===== src/design/abst_pkg.sv =====
// Shared types and codes for the array-backed binary search tree unit.
// Used by abst_ctrl, abst_dp and the top level; depends on nothing.
package abst_pkg;

	// Result status codes
	localparam logic [1:0] ST_ABSENT   = 2'd0;
	localparam logic [1:0] ST_PRESENT  = 2'd1;
	localparam logic [1:0] ST_INSERTED = 2'd2;
	localparam logic [1:0] ST_DROPPED  = 2'd3;

	// Operation codes
	localparam logic OP_SEARCH = 1'b0;
	localparam logic OP_INSERT = 1'b1;

	// Controller to datapath
	typedef struct packed {
		logic load;     // capture a new item, restart at the root
		logic rd_root;  // keep the store read port on the root slot
		logic step;     // descend to the chosen child
		logic ins_wr;   // write the key into the current slot
		logic clr_wr;   // clearing pass: empty one slot
		logic out_load; // capture the result into the output register
	} abst_cmd_t;

	// Datapath to controller
	typedef struct packed {
		logic used;     // current slot holds a key
		logic eq;       // stored key equals the item key
		logic in_range; // chosen child lies inside the store
		logic insert;   // current item is an insert
		logic clr_last; // clearing pass is at its last slot
	} abst_sts_t;

endpackage


===== src/design/abst_ram.sv =====
// Generic single-write, single-read RAM with registered read data.
// No dependencies.
module abst_ram #(
	parameter int WIDTH = 33,
	parameter int DEPTH = 63
) (
	input  logic                     clk,
	input  logic                     we,
	input  logic [$clog2(DEPTH)-1:0] waddr,
	input  logic [WIDTH-1:0]         wdata,
	input  logic [$clog2(DEPTH)-1:0] raddr,
	output logic [WIDTH-1:0]         rdata
);

	logic [WIDTH-1:0] mem [DEPTH];

	always_ff @(posedge clk) begin
		if (we) begin
			mem[waddr] <= wdata;
		end
		rdata <= mem[raddr];
	end

endmodule


===== src/design/abst_dp.sv =====
// Datapath: item registers, tree index, key compare, clearing counter,
// output register and the slot store. Depends on abst_pkg and abst_ram.
module abst_dp #(
	parameter int CAPACITY  = 63,
	parameter int KEY_BYTES = 4
) (
	input  logic                clk,
	input  logic                arst_n,
	input  abst_pkg::abst_cmd_t cmd,
	output abst_pkg::abst_sts_t sts,
	input  logic                operation,
	input  logic [31:0]         key,
	output logic [1:0]          status,
	output logic [5:0]          slot
);

	localparam int KW = (KEY_BYTES >= 4) ? 32 : 8 * KEY_BYTES;
	localparam int AW = (CAPACITY > 1) ? $clog2(CAPACITY) : 1;
	localparam int DP = (CAPACITY > 1) ? CAPACITY : 2;
	localparam int NW = $clog2(2 * CAPACITY + 1);

	logic [KW-1:0] key_q;
	logic          op_q;
	logic [AW-1:0] idx_q;
	logic [AW-1:0] clr_q;
	logic [1:0]    status_q;
	logic [5:0]    slot_q;

	logic [KW:0]   rdata;
	logic [KW:0]   wdata;
	logic [AW-1:0] waddr;
	logic [AW-1:0] raddr;
	logic          rd_used;
	logic [KW-1:0] rd_key;
	logic [NW-1:0] idx_ext;
	logic [NW-1:0] next_idx;
	logic [AW+5:0] slot_wide;

	assign rd_used  = rdata[KW];
	assign rd_key   = rdata[KW-1:0];
	assign idx_ext  = NW'(idx_q);
	// go left when the stored key is greater, right otherwise
	assign next_idx = (idx_ext << 1) + ((rd_key > key_q) ? NW'(1) : NW'(2));

	assign sts.used     = rd_used;
	assign sts.eq       = (rd_key == key_q);
	assign sts.in_range = (next_idx < NW'(CAPACITY));
	assign sts.insert   = (op_q == abst_pkg::OP_INSERT);
	assign sts.clr_last = (clr_q == AW'(CAPACITY - 1));

	always_comb begin
		if (cmd.rd_root) begin
			raddr = '0;
		end else if (cmd.step) begin
			raddr = next_idx[AW-1:0];
		end else begin
			raddr = idx_q;
		end
	end

	assign waddr = cmd.clr_wr ? clr_q : idx_q;
	assign wdata = cmd.clr_wr ? '0 : {1'b1, key_q};

	abst_ram #(
		.WIDTH(KW + 1),
		.DEPTH(DP)
	) u_store (
		.clk  (clk),
		.we   (cmd.clr_wr | cmd.ins_wr),
		.waddr(waddr),
		.wdata(wdata),
		.raddr(raddr),
		.rdata(rdata)
	);

	always_ff @(posedge clk or negedge arst_n) begin
		if (!arst_n) begin
			clr_q <= '0;
		end else if (cmd.clr_wr) begin
			clr_q <= clr_q + AW'(1);
		end
	end

	always_ff @(posedge clk) begin
		if (cmd.load) begin
			key_q <= key[KW-1:0];
			op_q  <= operation;
			idx_q <= '0;
		end else if (cmd.step) begin
			idx_q <= next_idx[AW-1:0];
		end
	end

	assign slot_wide = {6'b0, idx_q};

	always_ff @(posedge clk) begin
		if (cmd.out_load) begin
			if (!rd_used) begin
				status_q <= sts.insert ? abst_pkg::ST_INSERTED : abst_pkg::ST_ABSENT;
				slot_q   <= sts.insert ? slot_wide[5:0] : 6'd0;
			end else if (sts.eq) begin
				status_q <= abst_pkg::ST_PRESENT;
				slot_q   <= slot_wide[5:0];
			end else begin
				status_q <= sts.insert ? abst_pkg::ST_DROPPED : abst_pkg::ST_ABSENT;
				slot_q   <= 6'd0;
			end
		end
	end

	assign status = status_q;
	assign slot   = slot_q;

endmodule


===== src/design/abst_ctrl.sv =====
// Controller: clearing pass, walk sequencing and output beat valid.
// Depends on abst_pkg.
module abst_ctrl (
	input  logic                clk,
	input  logic                arst_n,
	input  logic                in_valid,
	output logic                in_stall,
	output logic                out_valid,
	input  logic                out_stall,
	input  abst_pkg::abst_sts_t sts,
	output abst_pkg::abst_cmd_t cmd
);

	typedef enum logic [1:0] {
		S_CLEAR,
		S_IDLE,
		S_WALK
	} state_t;

	state_t state_q;
	logic   out_valid_q;
	logic   finish;
	logic   fire;

	// walk ends on an empty slot, a match, or a child past the store
	assign finish = (state_q == S_WALK) && (!sts.used || sts.eq || !sts.in_range);
	assign fire   = finish && (!out_valid_q || !out_stall);

	assign in_stall     = (state_q != S_IDLE);
	assign out_valid    = out_valid_q;
	assign cmd.load     = (state_q == S_IDLE) && in_valid;
	assign cmd.rd_root  = (state_q == S_IDLE);
	assign cmd.step     = (state_q == S_WALK) && !finish;
	assign cmd.ins_wr   = fire && !sts.used && sts.insert;
	assign cmd.clr_wr   = (state_q == S_CLEAR);
	assign cmd.out_load = fire;

	always_ff @(posedge clk or negedge arst_n) begin
		if (!arst_n) begin
			state_q     <= S_CLEAR;
			out_valid_q <= 1'b0;
		end else begin
			unique case (state_q)
				S_CLEAR: begin
					if (sts.clr_last) begin
						state_q <= S_IDLE;
					end
				end
				S_IDLE: begin
					if (in_valid) begin
						state_q <= S_WALK;
					end
				end
				S_WALK: begin
					if (fire) begin
						state_q <= S_IDLE;
					end
				end
				default: state_q <= S_CLEAR;
			endcase
			if (fire) begin
				out_valid_q <= 1'b1;
			end else if (!out_stall) begin
				out_valid_q <= 1'b0;
			end
		end
	end

endmodule


===== src/design/array_bst_insert_search_unit.sv =====
// Top level of the array-backed binary search tree unit.
// Depends on abst_pkg, abst_ctrl, abst_dp (and abst_ram through abst_dp).
//
// The unit keeps a binary search tree in one RAM of CAPACITY slots, slot i
// having children 2i+1 and 2i+2; each slot stores an occupied flag and a key.
// An input beat searches for a key (operation 0) or inserts it (operation 1);
// every input beat yields exactly one output beat with status (absent,
// present, inserted, dropped) and the slot found or written. Keys compare as
// unsigned numbers over their low 8*KEY_BYTES bits. After reset the unit runs
// a clearing pass over all CAPACITY slots, one slot per cycle, with in_stall high.
// An item's walk then descends one tree level at a time (at most 6 levels for
// 63 slots), and the next item is accepted only once the walk ends: the RAM
// has one read port and each level needs one registered read and compare.
// The result sits in an output register, so the next item is accepted while
// an earlier result still waits; a finished walk holds only if that register
// is still full and stalled.
module array_bst_insert_search_unit #(
	parameter int CAPACITY  = 63,
	parameter int KEY_BYTES = 4
) (
	input  logic        clk,
	input  logic        arst_n,
	input  logic        in_valid,
	output logic        in_stall,
	input  logic        operation,
	input  logic [31:0] key,
	output logic        out_valid,
	input  logic        out_stall,
	output logic [1:0]  status,
	output logic [5:0]  slot
);

	abst_pkg::abst_cmd_t cmd;
	abst_pkg::abst_sts_t sts;

	// sequence the clearing pass and the walk
	abst_ctrl u_ctrl (
		.clk      (clk),
		.arst_n   (arst_n),
		.in_valid (in_valid),
		.in_stall (in_stall),
		.out_valid(out_valid),
		.out_stall(out_stall),
		.sts      (sts),
		.cmd      (cmd)
	);

	// hold the item, compare against the store, descend, write, report
	abst_dp #(
		.CAPACITY (CAPACITY),
		.KEY_BYTES(KEY_BYTES)
	) u_dp (
		.clk      (clk),
		.arst_n   (arst_n),
		.cmd      (cmd),
		.sts      (sts),
		.operation(operation),
		.key      (key),
		.status   (status),
		.slot     (slot)
	);

endmodule


===== config.mk =====
export PLATFORM = sky130hd
export DESIGN_NAME = array_bst_insert_search_unit
export DESIGN_NICKNAME = d
export VERILOG_FILES = /design/src/design/abst_pkg.sv /design/src/design/abst_ram.sv /design/src/design/abst_dp.sv /design/src/design/abst_ctrl.sv /design/src/design/array_bst_insert_search_unit.sv
export SDC_FILE = /design/constraint.sdc
export NUM_CORES = 2
export LEC_CHECK = 0
export BUFFER_PORTS_ARGS = -buffer_cell sky130_fd_sc_hd__buf_2
export CORE_MARGIN = 4
export CORE_UTILIZATION = 57
export DETAILED_ROUTE_END_ITERATION = 8
export GPL_ROUTABILITY_DRIVEN = 1
export PLACE_DENSITY = 0.76
export SYNTH_ARGS = -nofsm -noshare
export SYNTH_HDL_FRONTEND = slang
export SYNTH_HIERARCHICAL = 1
export SYNTH_SLANG_ARGS = --single-unit

===== constraint.sdc =====
create_clock -name clk -period 5.2 [get_ports clk]
set_input_delay 0.26 -clock clk [delete_from_list [all_inputs] [get_ports clk]]
set_output_delay 0.26 -clock clk [all_outputs]
set_load 0.03 [all_outputs]

# --- After elaboration in Yosys (flattened, before gate mapping) ---
# Memories as Yosys holds them, arrays and structs flattened. A register that Yosys moved wholly into a read port is not among the register bits.
# Cells that the tools add are included.
word_totals:
  in_bits: 37
  elab_cells: 59
  out_inout_bits: 10
  regBits: 56
  memories: 1
  ram_bits: 2079
op_classes:
  bitwise: 1
  order_cmp: 2
  n_reduce_logical: 16
  n_addsub: 2
  n_eq_ne: 9
  mux: 20
memory_table:
  columns: ["memory", "depth", "width", "rd", "rd_ports_with_merged_regs", "wr", "line_no", "text"]
  rows:
  - ["u_dp.u_store.mem", 63, 33, 1, 1, 1, "abst_ram.sv:15", "logic [WIDTH-1:0] mem [DEPTH];"]
ops:
  columns: ["cell", "count"]
  rows:
  - ["$mux W6", 6]
  - ["$mux W33", 1]
  - ["$eq A32 B32 Y1", 1]
  - ["$gt A32 B32 Y1", 1]
  - ["$mux W2", 8]
  - ["$add A7 B7 Y7", 1]
  - ["$lt A7 B6 Y1 const B", 1]
  - ["$add A6 B1 Y6 const B", 1]
  - ["$eq A6 B6 Y1 const B", 1]
  - ["$logic_and A1 B1 Y1", 6]
  - ["$ne A2 B1 Y1 const B", 3]
  - ["$pmux W2 S3", 1]
  - ["$logic_not A1 Y1", 5]
  - ["$mux W1", 4]
  - ["$ne A2 B2 Y1 const B", 2]
  - ["$logic_or A1 B1 Y1", 3]
  - ["$reduce_and A3 Y1", 1]
  - ["$eq A2 B1 Y1 const B", 1]
  - ["$eq A2 B2 Y1 const B", 1]
  - ["$logic_not A2 Y1", 1]
  - ["$or A1 B1 Y1", 1]

# --- Depth between registers and ports, before layout ---
depth:
  depth_word: 13
  ltp_mapped: 28
  depth_no_buf: 23

# --- Modules after synthesis ---
# Netlist, hierarchy kept.
modules_own_cells:
  columns: ["mod", "n_inst", "cells_each", "seq_area_each_um2", "area_per_inst_um2"]
  rows:
  - ["abst_ram", 1, 3666, 63090.5, 80738.7]
  - ["abst_dp", 1, 281, 1501.4, 2959.1]
  - ["abst_ctrl", 1, 23, 75.1, 196.4]

# --- Worst setup path before layout ---
# Ideal clock, no wire load.
synth_path:
  path_kind: "flip-flop to flip-flop"
  startpoint: "register u_dp.key_q[13]"
  endpoint: "register u_dp.u_store.rdata[10], read port of u_dp.u_store.mem"
  arrival_time_ps: 4983
  period_less_slack_ps: 5111
  required_time_ps: 5072
  slack_ps: 89
  path_buffers: 4
  setup_ps: 128
  stages_incl_launch_ff: 26
  path_cell_list: "edfxtp_1 > inv_1 > ha_1 > a21o_1 > a21o_1 > a221o_1 > o31a_1 > o21ai_2 > ha_1 > ha_1 > nand2b_1 > o22ai_1 > nand4_1 > o211a_1 > nand3b_2 > nor2_1 > clkbuf_1 > o211ai_1 > a21oi_1 > buf_4 > buf_4 > buf_2 > mux4_2 > mux2_2 > o211ai_1 > a22oi_1"
synth_lines:
  columns: ["item", "line_no", "text"]
  rows:
  - ["start: declaration", "abst_dp.sv:22", "logic [KW-1:0] key_q;"]
  - ["start signal: assignment", "abst_dp.sv:86", "key_q <= key[KW-1:0];"]
  - ["end: declaration", "abst_ram.sv:12", "output logic [WIDTH-1:0] rdata"]

==> summary.md <==
| Metric | Value |
|---|---|
| Routed wire length per instance | `36.1 µm` |
| Reg power frac | `39.5%` |
| IO Port Bufs | `46` |
| Total power | `around 59 mW` |
| Row count | `140` |
| Post-Route WL | `245000 µm` |
| DR vias/cell | `6.84` |
| Largest fanout on the critical path | `7` |
| Combinational power share | `36.5%` |
| PD cells | `580 nW/µm²` |
| Fill cells | `around 8.2k` |
| Hold Vio Cnt, Final | `0` |
| Syn Std Cell Area | `roughly 84000 µm²` |
| Global-route wire length before repair | `~340000 µm` |
| Clk buf depth | `3` |
| Leakage | `33.1 nW` |
| Residual DRC | `0` |
| Area contributors post-synth | `edfxtp_1, mux4_2, mux2i_1` |
| Fin cells | `between 6k and 7k` |
| Final Wtd Congestion | `0.956` |
| Top delay family on crit path | `compound AO/OA/AOI/OAI gates` |
| Hpwl dp | `136000 µm` |
| Core Region | `146000 µm²` |
| FF-to-FF End | `u_dp/u_store/rdata[4]` |
| Main synth FF type | `edfxtp_1` |
| Total CTS buffers | `200` |
| Worst setup margin | `-0.594 ns` |
| Worst Tran Pin Value | `~1.2 ns` |
| Sw Pwr | `19.9 mW` |
| Clk sinks | `2168` |
| Hold path startpoint | `key[24]` |
| Yosys reg bits | `~2.2k` |
| Sequential fraction of the synthesis area | `between 70% and 80%` |
| CP Launch Type | `flip-flop` |
| Syn avg cell area | `21.1 µm²` |
| Cell total after placement | `6273` |
| Post-Synth XOR/XNOR Area | `0.0835%` |
| Total track usage | `31.7%` |
| Clock skew | `0.0407 ns` |
| IO Pins | `47` |
| Max Transition Viols Final | `0` |
| Crit path largest cell delay | `0.53 ns` |
| Layout cells sized above 1 | `a little under two fifths` |
| Root Buffer Master | `clkbuf_16` |
| Clock Latency Late Sink | `between 0.8 and 0.9 ns` |
| Worst r2r src | `u_dp/key_q[14]` |
| Worst Hold Class | `input pin to flip-flop` |
| Syn Nets | `4043` |
| Synth top area share | `about three quarters` |
| P_int | `38.6 mW` |
| Worst Path Class, Setup | `flip-flop to flip-flop` |
| Status | `complete, but fails checks` |
| Violated checks | `setup timing` |
| Post-DRT Antenna Nets | `0` |
| DR iter-0 viols | `7818` |
| FFs w/ async S/R, synth | `less than 1%` |
| CTS tree | `yes` |
| Die width | `just under 400 µm` |
| Most area-hungry cell type in the Yosys netlist | `edfxtp_1` |
| # nets final | `4785` |
| Sw Ratio | `34.1%` |
| Post-synthesis cell count | `3970` |
| Main combinational cell family by area after synthesis | `multiplexers` |
| Tcrit/Tclk final | `111%` |
| Worst vdd ir | `0.000514 V` |
| Max-cap viol count | `0` |
| Slowest CP cell | `mux4_2` |
| Cell with the most instances after synthesis | `edfxtp_1` |
| Adder-Cell Fraction of Synth Area | `0.537%` |
| Arrival @ worst endpoint | `6.48 ns` |
| P&R area growth vs syn | `20.3%` |
| Post-layout util | `69.2%` |
| Cell variety after synth | `65` |
| Total congestion overflow | `0` |
| Hold path cells | `2` |
| Number of synthesized flops with an enable pin | `2120` |
| Die height | `a little under 400 µm` |
| # setup viols final | `33` |
| Largest net degree at the start of global routing | `64` |
| CTS clk-pin slew, worst paths | `0.06 ns` |
| Die Area | `153000 µm²` |
| Part of the power in the clock network | `24.0%` |
| Via count of the routed design | `46.5k` |
| Worst setup EP type | `flip-flop` |
| Number of H-tree levels | `4` |
| Min Tclk post-route | `5.79 ns` |
| RSZ-0062 raised after global routing | `true` |
| Hold Crit Endpoint | `u_dp/key_q[24]` |
| R2R Setup Slk | `-0.59 ns` |
| Antenna violations before repair | `11` |
| CP required | `just under 6 ns` |
| Initial Util | `57.5%` |
| Post-synthesis simple-gate area fraction | `2.59%` |
| Worst-case reg-to-reg path depth | `25` |
| Post-synthesis mux area share | `15.5%` |
| Synth Area in Compound Gates | `2.56%` |
| Ys Warns | `6` |
| Crit path buffers/inverters | `6` |
| TritonRoute pass-1 iters | `6` |
| Vias in the first global route | `46.0k` |
| Top cell types by occurrence after synthesis | `edfxtp_1, mux4_2, nand2_1` |
| Max transition margin | `16.7%` |
| Fmax | `173 MHz` |
==> state kept, by name, summed over array words and instances (netlist names) <==
name,cells
u_ctrl/out_valid,1
u_ctrl/state_q,2
u_dp/clr_q,6
u_dp/idx_q,6
u_dp/key_q,32
u_dp/op_q,1
u_dp/slot,6
u_dp/status,2
u_dp/u_store/mem,2079
u_dp/u_store/rdata,33
==> cells by family (layout without fill, tap and decap cells) <==
group / after synthesis / after routing
adder cells (fa/ha/maj): 36 / 36
other: 0 / 5
AO/OA/AOI/OAI: 301 / 301
XOR/XNOR: 8 / 8
multiplexers: 704 / 704
AND/OR/NAND/NOR: 497 / 497
flip-flops: 2168 / 2168
buffers and inverters: 256 / 1166
==> how the worst max path moves through the flow <==
stage | start | to | cells past startpoint
floorplan | u_dp/key_q[13] | u_dp/u_store/rdata[10] | 25
global placement | u_dp/u_store/rdata[5] | u_dp/u_store/rdata[22] | 24
detailed placement | u_dp/u_store/rdata[5] | u_dp/u_store/rdata[22] | 24
CTS | u_dp/key_q[13] | u_dp/u_store/rdata[4] | 25
global route | u_dp/key_q[14] | u_dp/u_store/rdata[30] | 28
finish | u_dp/key_q[14] | u_dp/u_store/rdata[4] | 25
==> power groups by stage <==
stage	registers (mW)	logic (mW)	clock network [mW]
after global routing	23.2	21.7	14.9
after CTS	23.0	19.8	14.1
after detailed placement	23.4	17.9	0
after global placement	23.3	17.6	0
after floorplan	23.2	8.80	0
final	23.1	21.3	14.1
==> area by class of cell <==
class                      count  area (µm²)  share of cell area (%)
inverter                      41         165                   0.164
clock buffer                 264        5500                    5.45
multi-input combinational   1546       19900                    19.8
sequential                  2168       64700                    64.1
timing repair buffer         755        7520                    7.45
antenna                        5        12.5                  0.0124
tap                         1917        2400                    2.38
clock inverter               106         697                   0.691
==> cells in the final DEF (no fill, tap or decap), drive strengths merged, types with 48 or more instances in the layout <==
master	instances
edfxtp	2120
buf	713
mux4	473
clkbuf	266
nand2	203
mux2i	192
nor2	153
clkinv	87
a21oi	59
nand3	57
inv	48
==> metal layers <==
| metal | share of wire (%) | GRT usage, % | vias to the layer above | routed length (µm) |
|---|---|---|---|---|
| li1 | - | - | 18000 | - |
| met1 | 34 | 43.6 | 23800 | 82300 |
| met2 | 46 | 47.4 | 4047 | 113000 |
| met3 | 14 | 8.19 | 727 | 34900 |
| met4 | 6.3 | 16.6 | 0 | 15400 |
| met5 | 0 | 0 | - | 0 |
==> repair_timing <==
item,CTS,global route
endpoints found under the setup margin,33,33
hold endpoints to repair,45,0
hold buffers,37,0
pin swaps,61,46
resized for setup,284,102
cloned,8,2
buffers inserted,71,46
==> per-stage QoR <==
stage	setup WS (ns)	hold WS, ns	setup TNS [ns]	area, µm²
finish	-0.594	0.150	-16.01	101000
global route	-0.785	0.130	-22.44	101000
CTS	-0.340	0.0873	-8.05	100000
detailed placement	-1.39	0.134	-28.48	91300
global placement	-1.33	0.126	-27.23	91300
floorplan	0.0890	-0.0356	0	83900
Note: power is estimated with default switching activity, not from simulation.
